[config.mk]
export PLATFORM = sky130hd
export DESIGN_NAME = playfair_cipher_engine_top
export DESIGN_NICKNAME = d
export VERILOG_FILES = /design/src/hw/rtl/pfc_pkg.sv /design/src/hw/rtl/pfc_ram.sv /design/src/hw/rtl/pfc_ctrl.sv /design/src/hw/rtl/pfc_dp.sv /design/src/hw/rtl/playfair_cipher_engine_top.sv
export SDC_FILE = /design/constraint.sdc
export NUM_CORES = 1
export LEC_CHECK = 0
export ABC_AREA = 1
export BUFFER_PORTS_ARGS = -buffer_cell sky130_fd_sc_hd__buf_2
export CAP_MARGIN = 20
export CORE_ASPECT_RATIO = 1.2
export CORE_MARGIN = 10
export CORE_UTILIZATION = 60
export CTS_CLUSTER_DIAMETER = 100
export DETAILED_ROUTE_END_ITERATION = 12
export PLACE_DENSITY = 0.75
export SYNTH_ARGS = -nofsm -noshare
export SYNTH_HDL_FRONTEND = slang
export SYNTH_SLANG_ARGS = --single-unit
[constraint.sdc]
create_clock -name clk -period 12.6 [get_ports clk]
set_input_delay 0.63 -clock clk [delete_from_list [all_inputs] [get_ports clk]]
set_output_delay 0.63 -clock clk [all_outputs]
set_load 0.05 [all_outputs]
[src/hw/rtl/pfc_pkg.sv]
// Shared types, constants and square-geometry helpers for the Playfair engine.
`default_nettype none

package pfc_pkg;

  typedef logic [4:0] letter_t;
  typedef logic [4:0] cell_t;
  typedef logic [2:0] rc_t;

  localparam int SIDE     = 5;
  localparam int CELLS    = 25;
  localparam int ALPHABET = 26;

  localparam letter_t LETTER_I = 5'd8;
  localparam letter_t LETTER_J = 5'd9;
  localparam letter_t LETTER_X = 5'd23;

  localparam cell_t   CELLS_C = 5'd25;
  localparam letter_t LAST_WALK = 5'd25;

  localparam logic REQ_KEY  = 1'b0;
  localparam logic REQ_TEXT = 1'b1;

  // Controller -> datapath
  typedef struct packed {
    logic key_place;   // place the incoming key letter
    logic walk_start;  // clear alphabet walk counter
    logic walk_place;  // place walk letter, advance counter
    logic text_take;   // take a text letter into the pairing logic
    logic pos_sel_b;   // position lookup of second letter
    logic latch_pa;    // hold first letter's position
    logic latch_ofs;   // register both output cells
    logic sq_sel_o2;   // square lookup of second output cell
    logic emit_first;  // load first result beat
    logic emit_second; // load second result beat
    logic repeat_go;   // replay the same pair as the final one
  } pfc_cmd_t;

  // Datapath -> controller
  typedef struct packed {
    logic key_done;
    logic pair_go;
    logic walk_done;
    logic rep_pending;
    logic out_free;
  } pfc_sts_t;

  function automatic rc_t pos_row(input cell_t p);
    rc_t r;
    if (p >= 5'd20)      r = 3'd4;
    else if (p >= 5'd15) r = 3'd3;
    else if (p >= 5'd10) r = 3'd2;
    else if (p >= 5'd5)  r = 3'd1;
    else                 r = 3'd0;
    return r;
  endfunction

  function automatic cell_t cell_of(input rc_t r, input rc_t c);
    cell_t rr;
    rr = {2'b00, r};
    return (rr << 2) + rr + {2'b00, c};
  endfunction

  function automatic rc_t pos_col(input cell_t p);
    cell_t base;
    base = cell_of(pos_row(p), 3'd0);
    return 3'(p - base);
  endfunction

  // Step one place forward (encrypt) or back (decrypt), modulo the side.
  function automatic rc_t wrap_step(input rc_t v, input logic dec);
    logic [3:0] s;
    s = {1'b0, v} + (dec ? 4'd4 : 4'd1);
    if (s >= 4'(SIDE)) s = s - 4'(SIDE);
    return s[2:0];
  endfunction

endpackage

`default_nettype wire

[src/hw/rtl/pfc_ram.sv]
// Generic single-write, single-read RAM with registered read data.
`default_nettype none

module pfc_ram #(
  parameter int WIDTH = 5,
  parameter int DEPTH = 25,
  localparam int AW = $clog2(DEPTH)
) (
  input  wire logic             clk,
  input  wire logic             we,
  input  wire logic [AW-1:0]    waddr,
  input  wire logic [WIDTH-1:0] wdata,
  input  wire logic [AW-1:0]    raddr,
  output logic      [WIDTH-1:0] rdata
);

  logic [WIDTH-1:0] mem [DEPTH];

  always_ff @(posedge clk) begin
    if (we) begin
      mem[waddr] <= wdata;
    end
    rdata <= mem[raddr];
  end

endmodule

`default_nettype wire

[src/hw/rtl/pfc_ctrl.sv]
// Sequencing state machine for key setup and pair processing.
`default_nettype none

module pfc_ctrl (
  input  wire logic              clk,
  input  wire logic              rst,
  input  wire logic              in_valid,
  input  wire logic              req_type,
  input  wire logic              last_in,
  output logic                   in_stall,
  input  wire pfc_pkg::pfc_sts_t sts,
  output pfc_pkg::pfc_cmd_t      cmd
);
  import pfc_pkg::*;

  typedef enum logic [2:0] {
    S_IDLE,
    S_FILL,
    S_RD_A,
    S_RD_B,
    S_CALC,
    S_SQ1,
    S_OUT1,
    S_OUT2
  } state_t;

  state_t state;
  state_t state_next;

  always_comb begin
    cmd        = '0;
    state_next = state;
    case (state)
      S_IDLE: begin
        if (in_valid) begin
          if (req_type == REQ_KEY) begin
            if (!sts.key_done) begin
              cmd.key_place = 1'b1;
              if (last_in) begin
                cmd.walk_start = 1'b1;
                state_next     = S_FILL;
              end
            end
          end else if (sts.key_done) begin
            cmd.text_take = 1'b1;
            if (sts.pair_go) state_next = S_RD_A;
          end
        end
      end
      S_FILL: begin
        cmd.walk_place = 1'b1;
        if (sts.walk_done) state_next = S_IDLE;
      end
      S_RD_A: state_next = S_RD_B;
      S_RD_B: begin
        cmd.pos_sel_b = 1'b1;
        cmd.latch_pa  = 1'b1;
        state_next    = S_CALC;
      end
      S_CALC: begin
        cmd.latch_ofs = 1'b1;
        state_next    = S_SQ1;
      end
      S_SQ1: state_next = S_OUT1;
      S_OUT1: begin
        if (sts.out_free) begin
          cmd.emit_first = 1'b1;
          cmd.sq_sel_o2  = 1'b1;
          state_next     = S_OUT2;
        end
      end
      S_OUT2: begin
        cmd.sq_sel_o2 = 1'b1;
        if (sts.out_free) begin
          cmd.emit_second = 1'b1;
          if (sts.rep_pending) begin
            // same pair again; point the square back at the first cell
            cmd.repeat_go = 1'b1;
            cmd.sq_sel_o2 = 1'b0;
            state_next    = S_OUT1;
          end else begin
            state_next = S_IDLE;
          end
        end
      end
      default: state_next = S_IDLE;
    endcase
  end

  always_ff @(posedge clk) begin
    if (rst) begin
      state <= S_IDLE;
    end else begin
      state <= state_next;
    end
  end

  assign in_stall = (state != S_IDLE);

endmodule

`default_nettype wire

[src/hw/rtl/pfc_dp.sv]
// Datapath: square build, letter pairing, cipher rules and output register.
`default_nettype none

module pfc_dp (
  input  wire logic              clk,
  input  wire logic              rst,
  input  wire pfc_pkg::pfc_cmd_t cmd,
  output pfc_pkg::pfc_sts_t      sts,
  input  wire pfc_pkg::letter_t  in_letter,
  input  wire logic              in_last,
  input  wire logic              cfg_wr_en,
  input  wire logic              cfg_wr_data,
  output logic                   out_valid,
  input  wire logic              out_stall,
  output pfc_pkg::letter_t       out_letter,
  output logic                   last_out
);
  import pfc_pkg::*;

  // control state
  cell_t                  fill_count;
  logic [ALPHABET-1:0]    used;
  letter_t                walk_cnt;
  logic                   held_valid;
  logic                   rep_pending;
  logic                   decrypt_mode;
  // payload
  letter_t                held_letter;
  letter_t                pair_a;
  letter_t                pair_b;
  logic                   pair_last;
  cell_t                  pa;
  cell_t                  o1;
  cell_t                  o2;

  // ---------------- key placement ----------------
  letter_t place_src;
  letter_t place_l;
  logic    place_ok;

  always_comb begin
    place_src = cmd.walk_place ? walk_cnt : in_letter;
    place_l   = (place_src == LETTER_J) ? LETTER_I : place_src;
    place_ok  = (cmd.key_place || cmd.walk_place) && (place_l < 5'(ALPHABET)) &&
                !used[place_l] && (fill_count < CELLS_C);
  end

  // ---------------- text pairing ----------------
  letter_t tl;
  logic    tl_ok;
  logic    doubled;
  logic    go;
  letter_t na;
  letter_t nb;
  logic    nlast;
  logic    nrep;
  logic    nheld_valid;
  letter_t nheld;

  always_comb begin
    tl          = (in_letter == LETTER_J) ? LETTER_I : in_letter;
    tl_ok       = (tl < 5'(ALPHABET));
    doubled     = tl_ok && held_valid && (tl == held_letter);
    go          = 1'b0;
    na          = held_letter;
    nb          = LETTER_X;
    nlast       = 1'b1;
    nrep        = 1'b0;
    nheld_valid = held_valid;
    nheld       = held_letter;
    if (tl_ok && held_valid) begin
      go          = 1'b1;
      nb          = doubled ? LETTER_X : tl;
      nlast       = doubled ? 1'b0 : in_last;
      nrep        = doubled && in_last;
      nheld_valid = doubled && !in_last;
    end else if (tl_ok) begin
      na          = tl;
      nheld       = tl;
      go          = in_last;
      nheld_valid = !in_last;
    end else if (in_last && held_valid) begin
      go          = 1'b1;
      nheld_valid = 1'b0;
    end
  end

  // ---------------- memories ----------------
  cell_t   pos_rdata;
  letter_t sq_rdata;

  pfc_ram #(.WIDTH(5), .DEPTH(ALPHABET)) u_pos_ram (
    .clk   (clk),
    .we    (place_ok),
    .waddr (place_l),
    .wdata (fill_count),
    .raddr (cmd.pos_sel_b ? pair_b : pair_a),
    .rdata (pos_rdata)
  );

  pfc_ram #(.WIDTH(5), .DEPTH(CELLS)) u_sq_ram (
    .clk   (clk),
    .we    (place_ok),
    .waddr (fill_count),
    .wdata (place_l),
    .raddr (cmd.sq_sel_o2 ? o2 : o1),
    .rdata (sq_rdata)
  );

  // ---------------- cipher rules ----------------
  rc_t   r1, c1, r2, c2;
  cell_t o1_next;
  cell_t o2_next;

  always_comb begin
    r1 = pos_row(pa);
    c1 = pos_col(pa);
    r2 = pos_row(pos_rdata);
    c2 = pos_col(pos_rdata);
    if (r1 == r2) begin
      o1_next = cell_of(r1, wrap_step(c1, decrypt_mode));
      o2_next = cell_of(r2, wrap_step(c2, decrypt_mode));
    end else if (c1 == c2) begin
      o1_next = cell_of(wrap_step(r1, decrypt_mode), c1);
      o2_next = cell_of(wrap_step(r2, decrypt_mode), c2);
    end else begin
      o1_next = cell_of(r1, c2);
      o2_next = cell_of(r2, c1);
    end
  end

  // ---------------- registers ----------------
  always_ff @(posedge clk) begin
    if (rst) begin
      fill_count   <= '0;
      used         <= '0;
      walk_cnt     <= '0;
      held_valid   <= 1'b0;
      held_letter  <= '0;
      rep_pending  <= 1'b0;
      decrypt_mode <= 1'b0;
      out_valid    <= 1'b0;
    end else begin
      if (cfg_wr_en) decrypt_mode <= cfg_wr_data;

      if (place_ok) begin
        fill_count    <= fill_count + 5'd1;
        used[place_l] <= 1'b1;
        if (place_l == LETTER_I) used[LETTER_J] <= 1'b1;
      end
      if (cmd.walk_start) begin
        walk_cnt <= '0;
      end else if (cmd.walk_place) begin
        walk_cnt <= walk_cnt + 5'd1;
      end

      if (cmd.text_take) begin
        held_valid  <= nheld_valid;
        held_letter <= nheld;
        rep_pending <= nrep;
      end else if (cmd.repeat_go) begin
        rep_pending <= 1'b0;
      end

      if (cmd.emit_first || cmd.emit_second) begin
        out_valid <= 1'b1;
      end else if (!out_stall) begin
        out_valid <= 1'b0;
      end
    end
  end

  always_ff @(posedge clk) begin
    if (cmd.text_take) begin
      pair_a    <= na;
      pair_b    <= nb;
      pair_last <= nlast;
    end else if (cmd.repeat_go) begin
      pair_last <= 1'b1;
    end
    if (cmd.latch_pa)  pa <= pos_rdata;
    if (cmd.latch_ofs) begin
      o1 <= o1_next;
      o2 <= o2_next;
    end
    if (cmd.emit_first) begin
      out_letter <= sq_rdata;
      last_out   <= 1'b0;
    end else if (cmd.emit_second) begin
      out_letter <= sq_rdata;
      last_out   <= pair_last;
    end
  end

  always_comb begin
    sts.key_done    = (fill_count == CELLS_C);
    sts.pair_go     = go;
    sts.walk_done   = (walk_cnt == LAST_WALK);
    sts.rep_pending = rep_pending;
    sts.out_free    = !out_valid || !out_stall;
  end

endmodule

`default_nettype wire

[src/hw/rtl/playfair_cipher_engine_top.sv]
// Playfair engine: a key letter is taken while idle; the final key letter adds an alphabet walk.
// A text letter that closes a pair occupies the engine through two position-RAM reads, cell
// math and two square-RAM reads; a doubled final letter adds a replay of the pair's results.
// A letter that only opens a pair keeps the engine idle. OUT1 loads the first result beat.
// Synchronous active-high reset clears the letter-used flags, fill count, held letter, mode and
// output valid at once; square and position RAMs are not cleared and need no clearing pass.
`default_nettype none

module playfair_cipher_engine_top (
  input  wire logic             clk,
  input  wire logic             rst,
  // input beats
  input  wire logic             in_valid,
  output logic                  in_stall,
  input  wire logic             req_type,
  input  wire pfc_pkg::letter_t letter,
  input  wire logic             last_in,
  // result beats
  output logic                  out_valid,
  input  wire logic             out_stall,
  output pfc_pkg::letter_t      out_letter,
  output logic                  last_out,
  // decrypt_mode register
  input  wire logic             cfg_wr_en,
  input  wire logic             cfg_wr_data
);
  import pfc_pkg::*;

  pfc_cmd_t cmd;
  pfc_sts_t sts;

  // Sequencer: accepts input beats only when idle, walks the alphabet after the last
  // key letter, and steps each pair through lookup, cell math and two result beats.
  pfc_ctrl u_ctrl (
    .clk      (clk),
    .rst      (rst),
    .in_valid (in_valid),
    .req_type (req_type),
    .last_in  (last_in),
    .in_stall (in_stall),
    .sts      (sts),
    .cmd      (cmd)
  );

  // Datapath: square and position RAMs, pairing with filler x, row / column /
  // rectangle rules, and the output register that decouples the result side.
  pfc_dp u_dp (
    .clk         (clk),
    .rst         (rst),
    .cmd         (cmd),
    .sts         (sts),
    .in_letter   (letter),
    .in_last     (last_in),
    .cfg_wr_en   (cfg_wr_en),
    .cfg_wr_data (cfg_wr_data),
    .out_valid   (out_valid),
    .out_stall   (out_stall),
    .out_letter  (out_letter),
    .last_out    (last_out)
  );

endmodule

`default_nettype wire

* Word level (Yosys, flattened, before mapping)
Memory sizes are Yosys's and may differ from the RTL's. A register that Yosys moved wholly into a read port is not among the register bits. Cells that the tools add are included.
Word-level totals: flip-flop bits (word level) 80, bits in writable memories 255, input bits 13, output and inout port bits 8, logic and storage cells 194, memories kept 2
Operators by class: $add $sub $neg 22, magnitude comparators 17, equality and inequality tests 24, muxes and demuxes 85, bitwise logic cells 2, reduce and logical (&&, ||, !) cells 25
Memories:
- u_dp.u_pos_ram.mem | depth 26, bits a word 5, read ports 1, clocked after Yosys merged registers in 1, write ports 1, RTL line pfc_ram.sv:17 | logic [WIDTH-1:0] mem [DEPTH];
- u_dp.u_sq_ram.mem | depth 25, bits a word 5, read ports 1, clocked after Yosys merged registers in 1, write ports 1, RTL line pfc_ram.sv:17
Operator list (number):
- $mux 3 | 27
- $mux 5 | 13
- $add 5x3->5 | 10
- $mux 1 | 33
- $or 26x26->26 | 1
- $pmux 3 s8 | 1
- $ge 5x4->1 const B | 4
- $add 3x3->4 | 4
- $ge 4x3->1 const B | 4
- $mux 2 | 8
- $eq 5x4->1 const B | 3
- $lt 5x5->1 const B | 3
- $eq 3x3->1 const B | 4
- $sub 3x3->3 const B | 4
- $add 5x1->5 const B | 2
- $eq 5x5->1 const B | 2
- $ge 5x3->1 const B | 2
- $ge 5x5->1 const B | 2
- $logic_and 1x1->1 | 9
- $ne 2x2->1 const B | 4
- $reduce_and 8->1 | 1
- $eq 3x2->1 const B | 2
- $eq 3x3->1 | 2
- $lt 5x6->1 const B | 1
- other kinds (18) | 29

* Logic depth before layout (Yosys ltp)
Gate-level depths: netlist of the first run.
word-level depth 14, depth in mapped cells 26, depth with buffers taken out 26

* Cells and area by module
A second synthesis of the first run with hierarchy kept.
Unflattened totals: cell total of the unflattened synthesis 1827, area, all modules 17182.7 um2
By module, submodules not included:
- pfc_ram at u_dp.u_pos_ram | times used 1, cells each 516, area each 5662.9 um2, seq. area each 4003.8 um2
- pfc_dp | times used 1, cells each 723, area each 5562.8 um2, seq. area each 1851.8 um2
- pfc_ram at u_dp.u_sq_ram | times used 1, cells each 528, area each 5556.6 um2, seq. area each 3853.7 um2
- pfc_ctrl | times used 1, cells each 60, area each 400.4 um2, seq. area each 60.1 um2

* Worst setup path before layout of the first run
OpenSTA, ideal clock, no wires.
path type reg-to-reg, start register u_dp.pa[1], end register u_dp.o1[4], data pin, setup time 0.253 ns, arrival time 4.219 ns, data required time 12.347 ns, path slack 8.128 ns, cell stages (with the launch flop) 24, buffers on the path 0, period minus slack after synthesis 4.472 ns, cells stage by stage edfxtp_1 > nor2_1 > nand2_1 > nand2_1 > o21ai_0 > a21oi_1 > ha_1 > inv_1 > fa_1 > xnor2_1 > xor2_1 > ha_1 > xnor2_1 > nor2_1 > a311o_1 > xor2_1 > ha_1 > fa_1 > nand2_1 > inv_1 > nor2_1 > o21ai_0 > nand3_1 > nand2_1
Between the ends: word-level cells in the longest chain between the ends 14, elaborated cells on any way between the ends 29, classes of those cells add/sub (10); order compare (6); eq/ne (2); mux (11)
RTL lines:
- from (decl) | RTL line pfc_dp.sv:32 | cell_t pa;
- from (signal assigned) | RTL line pfc_dp.sv:181 | if (cmd.latch_pa) pa <= pos_rdata;
- branches (longest 13 deep; another with $ge 5x3->1)
- $mux 5 (*) | RTL line pfc_dp.sv:120 | if (r1 == r2) begin
- via u_dp.o1_next[4] | RTL line pfc_dp.sv:112 | cell_t o1_next;
- to (signal assigned) | RTL line pfc_dp.sv:183 | o1 <= o1_next;
- to (decl) | RTL line pfc_dp.sv:33 | cell_t o1;
Mark *: on every way through the listed nets, which the timed path passes. The select of a mux whose other input is x is not followed. A chain may end at the register's enable or synchronous reset.

* Worst setup path in the final report of the first run
start register u_dp.pa[1], end register u_dp.o1[3], data pin
Same word-level chain as after synthesis.

==> impl_summary.log, run 1 <==
INFO  metric postSynth.topFlopCell = edfxtp_1
INFO  metric firstDrtPassIters = 5
INFO  metric hpwlAfterDp = 24100 µm
INFO  metric synth.ff_latch_count = 345
INFO  metric crit_path_end = u_dp.o1[3]$_DFFE_PP_
INFO  metric buffer_ports.inserted = 20
INFO  metric regToRegEndpoint = u_dp.o1[3]$_DFFE_PP_
INFO  metric max-cap-violations = 0
INFO  metric cellLeakagePower = 6.85 nW
INFO  metric worst_margin_pin_slew = 1090 ps
INFO  metric setup_violations = 0
INFO  metric synth_area = 0.0165 mm²
INFO  metric first_global_vias = 11300
INFO  metric layout_common_cells = edfxtp_1, nor2_1, inv_1, nand2_1, o21ai_0
INFO  metric avg_cell_area_syn = 10.6 µm²
INFO  metric timing.hold.worst.class = in -> reg
INFO  metric chipWidth = 171 µm
INFO  metric place_congestion = 0.898
INFO  metric power.density = 228 mW/mm²
INFO  metric timing.critical_path.buf_inv = 1
INFO  metric synth.lib_cells_used.distinct = 51
INFO  metric initial_utilization = 60.8%
INFO  metric critical_path_required = 12840 ps
INFO  metric crit_path_cell_trace = nor2_1, nand2_1, nand2_1, o21ai_0, a21oi_1, ha_1, inv_1, fa_1, xnor2_1, xor2_1, ha_1, xnor2_1, nor2_1, a311o_1, o21ai_0, ha_1, a21o_1, a21oi_1, xnor2_1, nor2_1, a31oi_1
INFO  metric ys_warn_count = 0
INFO  metric worstPathMaxFanout = 5
INFO  metric mostFrequentLayoutCell = edfxtp_1
INFO  metric core = 0.0271 mm²
INFO  metric synth_to_layout_area_growth = 9.23%
INFO  metric final_layout_size_suffix_gt1_share = 10.3%
INFO  metric timing.critical_path.from_type = flip-flop
INFO  metric layout.nets = 1640
INFO  metric synth_seq_area_share = 59.3%
INFO  metric drc_errors = 0
INFO  metric io-pin-count = 21
INFO  metric route.detailed.wl_per_inst = 19.1 µm
INFO  metric syn-instance-count = 1556
INFO  metric area.sequential = 0.00977 mm²
INFO  metric worst-r2r-setup-slack = 7410 ps
INFO  metric arrival = 5430 ps
INFO  metric post_drt_via_cell_ratio = 5.92
INFO  metric clk_latency = 530 ps
INFO  metric drt_wl_total = 36900 µm
INFO  metric timing.clock.skew = 28.6 ps
INFO  metric fin_crit_sh = 41.2%
INFO  metric endpoint_kind = flip-flop
INFO  metric gr-usage-all-layers = 21.2%
INFO  metric grt_start_max_net_pins = 67
INFO  metric timing.critical_path.max_delay_family = compound AO/OA/AOI/OAI gates
INFO  metric h-tree-depth = 2
INFO  metric p_total = 0.00410 W
INFO  metric clockBufferDepth = 3
INFO  metric synth-async-reset-ratio = 0%
INFO  metric timing.setup.tns = 0 ps
INFO  metric r2r.worst_path.cells = 21
INFO  metric outcome = finished, final reports clean
INFO  metric vdd_drop_max = 0.145 mV
INFO  metric timing.critical_path.slowest_stage_cell = a21oi_1
INFO  metric slew_headroom = 26.5%
INFO  metric rr_startpoint = u_dp.pa[1]$_DFFE_PP_
INFO  metric critPathKind = reg -> reg
INFO  metric cts_hold_repair.buffers = 0
INFO  metric timing.critical_path.slowest_cell_delay = 470 ps
INFO  metric timing.final.max_slew_violations = 0
INFO  metric routed-via-count = 11400
INFO  metric drtIter0Drc = 1169
INFO  metric finalHoldViolCount = 0
INFO  metric synth_enable_flop_cells = 286
INFO  metric wire_length_of_the_first_global_routing_pass = 58800 µm
INFO  metric cts.sinks = 345
INFO  metric die-area = 0.0345 mm²
INFO  metric multi_input_comb_area = 0.00568 mm²
INFO  metric cts_inserted_buffers = 34
INFO  metric finalWorstPathRequiredPeriod = 5190 ps
INFO  metric clock_pin_slew_worst_setup_and_hold_paths = 60 ps
INFO  metric cp_num_cells = 21
INFO  metric die_height = 201 µm
INFO  metric rsz0062_at_grt = false
INFO  metric ant_nets = 0
INFO  metric achievable-frequency = 193 MHz
INFO  metric std_cell_rows = 66
INFO  metric cell_at_the_root_of_the_clock_tree = clkbuf_16
INFO  metric timing.critical_path.from = u_dp.pa[1]$_DFFE_PP_
INFO  metric fillers = 2032
INFO  metric cts_tree = done
INFO  metric gr-total-overflow = 0
INFO  metric postCtsSetupRepairBufs = 0
INFO  metric antenna_cells_inserted = 0
INFO  metric post_cts.resized_instances = 0
INFO  metric grt_antenna_before_repair = 1
where the power goes:
part | total, W | switching (W) | internal [W]
sequential | 0.00141 | 0.0000397 | 0.00137
clock | 0.00107 | 0.000428 | 0.000645
combinational | 0.00161 | 0.00106 | 0.000553
total | 0.00410 | 0.00153 | 0.00257
cells in the mapped netlist (29+ instances only):
cell	n	area, µm²
a21oi_1	48	240
clkbuf_1	33	124
dfxtp_1	59	1180
edfxtp_1	286	8590
ha_1	50	626
inv_1	164	616
nand2_1	164	616
nand3_1	64	320
nor2_1	218	818
o211ai_1	29	218
o21ai_0	161	806
o221ai_1	35	307
sequential cells by signal, summed over array words and instances (netlist names):
name / count
u_dp.held_valid: 1
u_dp.pair_b: 5
u_dp.pair_last: 1
u_dp.u_pos_ram.rdata: 5
u_ctrl.state: 3
u_dp.u_sq_ram.mem: 125
u_dp.walk_cnt: 5
u_dp.pair_a: 5
u_dp.u_pos_ram.mem: 130
u_dp.out_letter: 5
u_dp.o2: 5
u_dp.out_valid: 1
u_dp.rep_pending: 1
u_dp.last_out: 1
u_dp.fill_count: 5
u_dp.decrypt_mode: 1
u_dp.o1: 5
u_dp.u_sq_ram.rdata: 5
u_dp.used: 26
u_dp.held_letter: 5
u_dp.pa: 5
logic make-up (layout without fill, tap and decap cells):
| kind of cell | Yosys count | in the layout | share of synthesized area, % |
|---|---|---|---|
| simple gates | 533 | 533 | 14.7 |
| compound gates | 346 | 346 | 12.7 |
| flops | 345 | 345 | 59.3 |
| buf+inv | 236 | 269 | 6.31 |
| fa+ha+maj | 60 | 60 | 5.01 |
| xor+xnor | 33 | 33 | 1.76 |
| mux | 2 | 2 | 0.129 |
| other cells | 1 | 5 | 0.0228 |
worst min-delay path, cell delays in order:
cell     delay (ps)
buf_2            80
a21oi_1          50
nor2_1           70
worst min-delay path by stage:
| stage | start | slack (ps) | cells past startpoint | to |
|---|---|---|---|---|
| final | cfg_wr_data | 350 | 3 | u_dp.decrypt_mode$_SDFFE_PP0P_ |
| after global routing | cfg_wr_data | 350 | 3 | u_dp.decrypt_mode$_SDFFE_PP0P_ |
| after CTS | cfg_wr_data | 340 | 3 | u_dp.decrypt_mode$_SDFFE_PP0P_ |
| after detailed placement | u_dp.u_sq_ram.rdata[1]$_DFF_P_ | 390 | 0 | u_dp.out_letter[1]$_DFFE_PP_ |
| after global placement | u_dp.u_sq_ram.rdata[1]$_DFF_P_ | 390 | 0 | u_dp.out_letter[1]$_DFFE_PP_ |
| after floorplan | u_dp.u_sq_ram.rdata[0]$_DFF_P_ | 390 | 0 | u_dp.out_letter[0]$_DFFE_PP_ |
final cells by class:
type / count / area share (%)
Clock buffer: 40 / 5.27
Clock inverter: 22 / 1.44
Inverter: 173 / 3.64
Multi-Input combinational cell: 979 / 31.6
Sequential cell: 345 / 54.3
Tap cell: 340 / 2.36
Timing Repair Buffer: 34 / 1.38
stage by stage:
step / instances / setup WS [ps] / area [µm²] / hold WS, ps / utilization, %
6_report: 1933 / 7410 / 18000 / 352 / 66.4
5_1_grt: 1933 / 6990 / 18000 / 352 / 66.4
4_1_cts: 1930 / 7380 / 17900 / 339 / 66.2
3_5_place_dp: 1868 / 7400 / 16700 / 389 / 61.7
3_3_place_gp: 1868 / 7580 / 16700 / 392 / 61.7
2_1_floorplan: 1560 / 8130 / 16500 / 386 / -
layer usage:
metal | wire, µm | vias to the layer above | global-route usage [%] | share of wire [%]
met5 | 14 | - | 0 | 0.038
met4 | 1250 | 2 | 8.68 | 3.4
met3 | 1910 | 85 | 2.94 | 5.2
met2 | 18800 | 365 | 36.3 | 51
met1 | 14900 | 5503 | 26.1 | 40
li1 | - | 5484 | - | -
(Power assumes the default switching activity.)
==> run 2: changes to the inputs <==
Settings changed: ABC_AREA 1 to 0.
Clock period 12.6 ns to 5.1 ns, I/O delays scaled along.
==> run 2 against run 1 <==
Effect of this change: die area shrank 0.64%; sequential power grew 130%; flip-flop and latch count shrank 1; global-route usage grew 0.48 points; setup slack lost 7100 ps; core utilization grew 0.26 points; clock skew shrank 1.7 ps; clock-buffer cell count grew 12; critical path depth shrank 1; largest power group is now registers.
==> impl_summary.log, run 2 <==
INFO  metric synth.lib_cells_used.distinct = 75 (+47%)
INFO  metric clockBufferDepth = 3 (unchanged)
INFO  metric rr_startpoint = u_dp.pa[1]$_DFFE_PP_
INFO  metric synth.top_cells.by_area = edfxtp_1, dfxtp_1, nand2_1
INFO  metric synth_top_cells_by_count = edfxtp_1, nand2_1, nor2_1
INFO  metric mostFrequentLayoutCell = edfxtp_1
INFO  metric timing.final.max_slew_violations = 0 (unchanged)
INFO  metric synth_enable_flop_cells = 286 (unchanged)
INFO  metric timing.clock.skew = 26.9 ps (-1.72 ps)
INFO  metric detailedPlace.worstSlack = 226 ps (-7180 ps)
INFO  metric critPathKind = reg -> reg
INFO  metric synth-async-reset-ratio = 0% (unchanged)
INFO  metric synth.ff_latch_count = 344 (-0.29%)
INFO  metric worstPathMaxFanout = 6 (+1)
INFO  metric die-area = 0.0343 mm² (-0.64%)
INFO  metric layout_setup_ws = 353 ps (-7060 ps)
INFO  metric synth_seq_area_share = 59.6% (+0.31 points)
INFO  metric top_register = u_dp.u_pos_ram.mem
INFO  metric worst_margin_pin_slew = 980 ps (-114 ps)
INFO  metric wire_length_of_the_first_global_routing_pass = 58900 µm (+0.28%)
INFO  metric outcome = finished, final reports clean
INFO  metric placed_area = 0.0169 mm² (+0.86%)
INFO  metric die_height = 201 µm (-0.33%)
INFO  metric core = 0.0270 mm² (-0.30%)
INFO  metric layout.nets = 1505 (-8.2%)
INFO  metric timing.critical_path.from = u_dp.pa[1]$_DFFE_PP_
INFO  metric firstDrtPassIters = 5 (unchanged)
INFO  metric endpoint_kind = flip-flop
INFO  metric cts_inserted_buffers = 35 (+2.9%)
INFO  metric min-delay-start = cfg_wr_en
INFO  metric clock_pin_slew_worst_setup_and_hold_paths = 60 ps (about the same)
INFO  metric critical_path_required = 5350 ps (-7490 ps)
INFO  metric largest_reg_flops = 130 (unchanged)
INFO  metric layout_common_cells = edfxtp_1, nand2_1, nor2_1, a21oi_1, dfxtp_1
INFO  metric std_cell_rows = 66 (unchanged)
INFO  metric synth_to_layout_area_growth = 10.1%
INFO  metric grt_antenna_before_repair = 0 (-1)
INFO  metric synthXorXnorAreaFrac = 2.04% (+0.28 points)
INFO  metric timing.hold.worst.class = in -> reg
INFO  metric yosys.area_share.adder = 5.11% (+0.098 points)
INFO  metric final_layout_size_suffix_gt1_share = 9.75% (-0.55 points)
INFO  metric critPathMostFrequentCell = ha_1
INFO  metric avg_cell_area_syn = 11.5 µm² (+9.1%)
INFO  metric initial_utilization = 60.5% (-0.25 points)
INFO  metric first_global_vias = 10900 (-3.4%)
INFO  metric timing.critical_path.max_delay_family = adder cells
INFO  metric post-route-cell-area = 0.0180 mm² (about the same)
INFO  metric layout_top_registers = u_dp.u_pos_ram.mem x130, u_dp.u_sq_ram.mem x125, u_dp.used x25
INFO  metric cell_at_the_root_of_the_clock_tree = clkbuf_16
INFO  metric vdd_drop_max = 0.293 mV (+100%)
INFO  metric clk_latency = 530 ps (about the same)
INFO  metric cts_tree = done
INFO  metric gr-usage-all-layers = 21.6% (+0.48 points)
INFO  metric post_synth_and_or_nand_nor_area_fraction = 15.0% (+0.31 points)
INFO  metric grt_start_max_net_pins = 45 (-33%)
INFO  metric timing.setup.tns = 0 ps (unchanged)
INFO  metric synth_top_family_by_area = simple AND/OR/NAND/NOR gates
INFO  metric finalWorstPathRequiredPeriod = 4750 ps (-440 ps)
INFO  metric yosysMostFrequentCell = edfxtp_1
INFO  metric routed-via-count = 11200 (-2.3%)
INFO  metric synth_top_cell_by_area = edfxtp_1
INFO  metric timing.critical_path.slowest_cell_delay = 500 ps (+30 ps)
INFO  metric timing.critical_path.buf_inv = 2 (+1)
INFO  metric ant_nets = 0 (unchanged)
INFO  metric cts.sinks = 344 (-0.29%)
INFO  metric post_drt_via_cell_ratio = 6.22 (+5.1%)
INFO  metric setup_violations = 0 (unchanged)
INFO  metric h-tree-depth = 2 (unchanged)
INFO  metric power.density = 419 mW/mm² (+84%)
INFO  metric synth_mux_area_share = 3.73% (+3.6 points)
INFO  metric gr-total-overflow = 0 (unchanged)
INFO  metric io-pin-count = 21 (unchanged)
INFO  metric finalHoldViolCount = 0 (unchanged)
INFO  metric buffer_ports.inserted = 20 (unchanged)
INFO  metric achievable-frequency = 211 MHz (+9.3%)
INFO  metric postSynth.topFlopCell = edfxtp_1
INFO  metric route.detailed.wl_per_inst = 20.9 µm (+9.5%)
INFO  metric ys_warn_count = 0 (unchanged)
INFO  metric finalCoreUtilization = 66.7% (+0.26 points)
INFO  metric synth_compound_gate_area_share = 10.9% (-1.8 points)
INFO  metric synth_largest_type_area_fraction = 52.5% (+0.38 points)
INFO  metric drt_wl_total = 37500 µm (+1.8%)
INFO  metric timing.critical_path.from_type = flip-flop
INFO  metric fillers = 1973 (-2.9%)
INFO  metric syn-instance-count = 1416 (-9.0%)
INFO  metric timing.critical_path.slowest_stage_cell = fa_2
INFO  metric arrival = 5000 ps (-430 ps)
INFO  metric crit_path_cell_trace = nor2_1, o21ai_0, a221o_2, and2_1, ha_1, inv_1, fa_2, ha_1, inv_1, ha_1, nor2b_1, o21ai_0, a211oi_2, mux2_2, ha_1, a21o_1, a21oi_1, xor2_1, nor2_1, a21oi_1
INFO  metric rsz0062_at_grt = false
INFO  metric slew_headroom = 34.6% (+8.1 points)
INFO  metric place_congestion = 0.858 (-4.5%)
INFO  metric drtIter0Drc = 1126 (-3.7%)
INFO  metric max-cap-violations = 0 (unchanged)
INFO  metric synth_area = 0.0163 mm² (-0.72%)
INFO  metric drc_errors = 0 (unchanged)
INFO  metric hpwlAfterDp = 25000 µm (+3.8%)
INFO  metric cellLeakagePower = 6.64 nW (-3.0%)
INFO  metric chipWidth = 171 µm (-0.32%)
INFO  metric postCtsSetupRepairBufs = 0 (unchanged)
INFO  metric antenna_cells_inserted = 0 (unchanged)
INFO  metric fin_crit_sh = 93.1% (+52 points)
## run 2: cell count changes after synthesis, moves of 36 or more
cell and delta:
nor2_1 -152, mux2i_1 +36, nand2_1 +96, inv_1 -107, and3_1 +48, o21ai_0 -143
## run 2: what timing repair did
action,4_1_cts,5_1_grt
hold endpoints to repair,1,0
gates resized for setup,0,3
hold buffers,1,0
setup endpoints to repair,0,3
## run 2: worst paths after layout
kind         slack, ps                              to  cells after the start
min                  8  u_dp.decrypt_mode$_SDFFE_PP0P_                      3
max                350            u_dp.o1[3]$_DFFE_PP_                     20
max reg2reg        350            u_dp.o1[3]$_DFFE_PP_                     20
min reg2reg        410    u_dp.out_letter[4]$_DFFE_PP_                      0
## run 2: routing by layer
| metal | vias up | GRT usage, % | part of all wire, % |
|---|---|---|---|
| met3 | 82 | 2.95 | 6.2 |
| met5 | - | 0 | 0 |
| met1 | 5405 | 27.9 | 41 |
| met2 | 436 | 36.2 | 50 |
| met4 | 0 | 8.10 | 3.1 |
| li1 | 5252 | - | - |
## run 2: power by group
part	leakage (nW)	switching (W)	internal (W)
registers	3.24	0.0000632	0.00324
clock network	0.546	0.00104	0.00148
logic	2.86	0.00112	0.000600
## run 2: area by class of cell
class                           count  area (µm²)  area share [%]
Clock inverter                     10         113           0.625
Multi-Input combinational cell    938        6100            33.9
Inverter                           57         214            1.19
Clock buffer                       52        1010            5.62
Tap cell                          340         425            2.36
Timing Repair Buffer               56         385            2.14
Sequential cell                   344        9750            54.2
## run 2: through the flow
stage                     power, W  hold WS [ps]  cells
after floorplan            0.00459           386   1420
after global placement     0.00500           388   1734
after detailed placement   0.00505           391   1734
after CTS                  0.00753          5.67   1797
after global routing       0.00784          43.8   1797
final                      0.00753          8.48   1797
## run 2: cell families after synthesis
| kind of cell | Yosys count |
|---|---|
| AND/OR/NAND/NOR | 532 |
| flip-flops | 344 |
| AO/OA/AOI/OAI | 246 |
| buffers and inverters | 138 |
| adder cells (fa/ha/maj) | 61 |
| multiplexers | 56 |
| XOR/XNOR | 38 |
| other | 1 |
## run 2: tightest hold or removal path: stages
cell and delay [ps]:
buf_2 80, mux2i_1 60, nor2_1 70
==> run 3: changes to the inputs <==
Settings changed: BUFFER_PORTS_ARGS -buffer_cell sky130_fd_sc_hd__buf_2 to -buffer_cell sky130_fd_sc_hd__buf_4.
==> run 3 against run 2 <==
Effect of this change: fmax grew 1.4%; final area grew 0.25%; register-to-register slack gained 60 ps; clock skew shrank 9.3 ps; final cell count grew 0.17%; critical path type unchanged; total power shrank 0.24%; combinational power is essentially flat; flip-flop and latch count is the same; worst hold slack gained 3.7 ps; largest power group unchanged.
==> impl_summary.log, run 3 (same netlist as run 2, synthesis figures left out) <==
INFO  metric finalWorstPathRequiredPeriod = 4680 ps (-63.5 ps)
INFO  metric routed-via-count = 11400 (+1.6%)
INFO  metric critical_path_required = 5310 ps (-40 ps)
INFO  metric routing_usage_on_met1 = 28.5% (+0.56 points)
INFO  metric min-delay-start = cfg_wr_en
INFO  metric chipWidth = 171 µm (unchanged)
INFO  metric slew_headroom = 33.4% (-1.2 points)
INFO  metric timing.clock.skew = 17.6 ps (-9.25 ps)
INFO  metric timing.critical_path.from_type = flip-flop
INFO  metric max-cap-violations = 0 (unchanged)
INFO  metric initial_utilization = 60.5% (unchanged)
INFO  metric fillers = 1976 (+0.15%)
INFO  metric cts_tree = done
INFO  metric use_met2 = 37.5% (+1.3 points)
INFO  metric grt_util_met3 = 2.66% (-0.30 points)
INFO  metric regToRegEndpoint = u_dp.o1[3]$_DFFE_PP_
INFO  metric mostFrequentLayoutCell = edfxtp_1
INFO  metric worst_margin_pin_slew = 998 ps (+18.5 ps)
INFO  metric clockBufferDepth = 3 (unchanged)
INFO  metric worst-r2r-setup-slack = 420 ps (+60 ps)
INFO  metric final_layout_size_suffix_gt1_share = 10.1% (+0.39 points)
INFO  metric grt.busiest_layer = met2
INFO  metric die-area = 0.0343 mm² (unchanged)
INFO  metric clock_pin_slew_worst_setup_and_hold_paths = 60 ps (about the same)
INFO  metric std_cell_rows = 66 (unchanged)
INFO  metric wire_length_of_the_first_global_routing_pass = 60800 µm (+3.1%)
INFO  metric post_drt_via_cell_ratio = 6.31 (+1.4%)
INFO  metric timing.setup.tns = 0 ps (unchanged)
INFO  metric largest_reg_flops = 130 (unchanged)
INFO  metric core = 0.0270 mm² (unchanged)
INFO  metric dp_cells = 1736 (+0.12%)
INFO  metric grt_start_max_net_pins = 44 (-2.2%)
INFO  metric place_congestion = 0.877 (+2.2%)
INFO  metric gr-usage-all-layers = 22.1% (+0.50 points)
INFO  metric setup_violations = 0 (unchanged)
INFO  metric cellLeakagePower = 6.66 nW (+0.37%)
INFO  metric layout_top_registers = u_dp.u_pos_ram.mem x130, u_dp.u_sq_ram.mem x125, u_dp.used x25
INFO  metric r2r.worst_path.cells = 20 (unchanged)
INFO  metric outcome = finished, final reports clean
INFO  metric endpoint_kind = flip-flop
INFO  metric critPathKind = reg -> reg
INFO  metric timing.final.max_slew_violations = 0 (unchanged)
INFO  metric buffer_ports.inserted = 20 (unchanged)
INFO  metric achievable-frequency = 213 MHz (+1.4%)
INFO  metric drc_errors = 0 (unchanged)
INFO  metric vdd_drop_max = 0.329 mV (+12%)
INFO  metric power.density = 416 mW/mm² (-0.49%)
INFO  metric cts_inserted_buffers = 34 (-2.9%)
INFO  metric arrival = 4900 ps (-100 ps)
INFO  metric cts.sinks = 344 (unchanged)
INFO  metric finalHoldViolCount = 0 (unchanged)
INFO  metric worstPathMaxFanout = 6 (unchanged)
INFO  metric grt_antenna_before_repair = 0 (unchanged)
INFO  metric firstDrtPassIters = 5 (unchanged)
INFO  metric cell_at_the_root_of_the_clock_tree = clkbuf_16
INFO  metric gr-total-overflow = 0 (unchanged)
INFO  metric drtIter0Drc = 1121 (-0.44%)
INFO  metric rr_startpoint = u_dp.pa[1]$_DFFE_PP_
INFO  metric layout_common_cells = edfxtp_1, nand2_1, nor2_1, a21oi_1
INFO  metric clk_latency = 520 ps (about the same)
INFO  metric synth_to_layout_area_growth = 10.4%
INFO  metric top_register = u_dp.u_pos_ram.mem
INFO  metric first_global_vias = 11100 (+2.1%)
INFO  metric rsz0062_at_grt = false
INFO  metric antenna_cells_inserted = 0 (unchanged)
INFO  metric hpwlAfterDp = 25500 µm (+2.1%)
INFO  metric drt_wl_total = 38400 µm (+2.3%)
INFO  metric worstHoldPathCells = 3 (unchanged)
INFO  metric route.detailed.wl_per_inst = 21.3 µm (+2.1%)
INFO  metric timing.hold.worst.class = in -> reg
INFO  metric io-pin-count = 21 (unchanged)
INFO  metric ant_nets = 0 (unchanged)
INFO  metric fin_crit_sh = 91.8% (-1.2 points)
INFO  metric layout.nets = 1508 (+0.20%)
INFO  metric h-tree-depth = 2 (unchanged)
INFO  metric min_delay_worst_endpoint = u_dp.decrypt_mode$_SDFFE_PP0P_
INFO  metric die_height = 201 µm (unchanged)
INFO  metric finish.cell_count_without_fillers = 1800 (+0.17%)
## run 3: cell types whose count changed in the layout (fill, tap and decap cells not counted), sizes merged
cell / previous run / this run
buf: 55 / 59
inv: 58 / 59
clkinv: 7 / 9
clkbuf: 52 / 48
## run 3: per-stage QoR
| stage | power (W) | hold WS [ps] | util, % | area, µm² | worst slack (ps) |
|---|---|---|---|---|---|
| 2_1_floorplan | 0.00459 | 386 | - | 16400 | 547 |
| 3_3_place_gp | 0.00503 | 389 | 62.7 | 16900 | 373 |
| 3_5_place_dp | 0.00509 | 389 | 62.7 | 16900 | 210 |
| 4_1_cts | 0.00753 | 9.42 | 66.8 | 18000 | 198 |
| 5_1_grt | 0.00785 | 35.5 | 66.8 | 18000 | 31.8 |
| 6_report | 0.00752 | 12.2 | 66.8 | 18000 | 416 |
## run 3: metal layers
layer | up-vias | routed length (µm)
met5 | - | 0
met4 | 0 | 1230
met3 | 93 | 2430
met2 | 459 | 19300
met1 | 5527 | 15400
li1 | 5272 | -
## run 3: power by group
part | leakage, nW | switching (W) | internal (W)
logic | 2.89 | 0.00114 | 0.000614
registers | 3.24 | 0.0000727 | 0.00324
clock network | 0.538 | 0.00102 | 0.00144
## run 3: worst max path at each step
stage / start / end / slack (ps) / depth (start not counted)
final: u_dp.pa[1]$_DFFE_PP_ / u_dp.o1[3]$_DFFE_PP_ / 420 / 20
after global routing: u_dp.pa[1]$_DFFE_PP_ / u_dp.o1[3]$_DFFE_PP_ / 30 / 20
after CTS: u_dp.pa[1]$_DFFE_PP_ / u_dp.o1[3]$_DFFE_PP_ / 200 / 20
after detailed placement: u_dp.pa[1]$_DFFE_PP_ / u_dp.o1[3]$_DFFE_PP_ / 210 / 20
after global placement: u_dp.pa[1]$_DFFE_PP_ / u_dp.o1[3]$_DFFE_PP_ / 370 / 20
after floorplan: u_dp.pa[1]$_DFFE_PP_ / u_dp.o1[3]$_DFFE_PP_ / 550 / 20
## run 3: repair_timing
item / 4_1_cts / 5_1_grt
setup endpoints to repair: 0 / 4
endpoints found under the hold margin: 1 / 0
resized for setup: 0 / 4
setup buffers: 0 / 2
hold buffers: 1 / 0
## run 3: critical path, cell delays in order (launching register included)
cell      delay [ps]
edfxtp_1         450
nor2_1           120
o21ai_0           90
a221o_1          370
and2_1           210
ha_1             190
inv_1             70
fa_2             500
ha_1             340
inv_1             90
ha_1             170
nor2b_1          160
o21ai_0          110
a211oi_2         280
mux2_2           400
ha_1             280
a21o_1           160
a21oi_1          170
xor2_1            80
nor2_1           100
a21oi_1           60
## run 3: cell type report
class	instances	area [µm²]	area share, %
sequential	344	9750	54.0
multi-input combinational	938	6100	33.8
clock buffer	48	975	5.40
timing repair buffer	60	465	2.58
tap	340	425	2.36
inverter	57	214	1.19
clock inverter	13	116	0.645
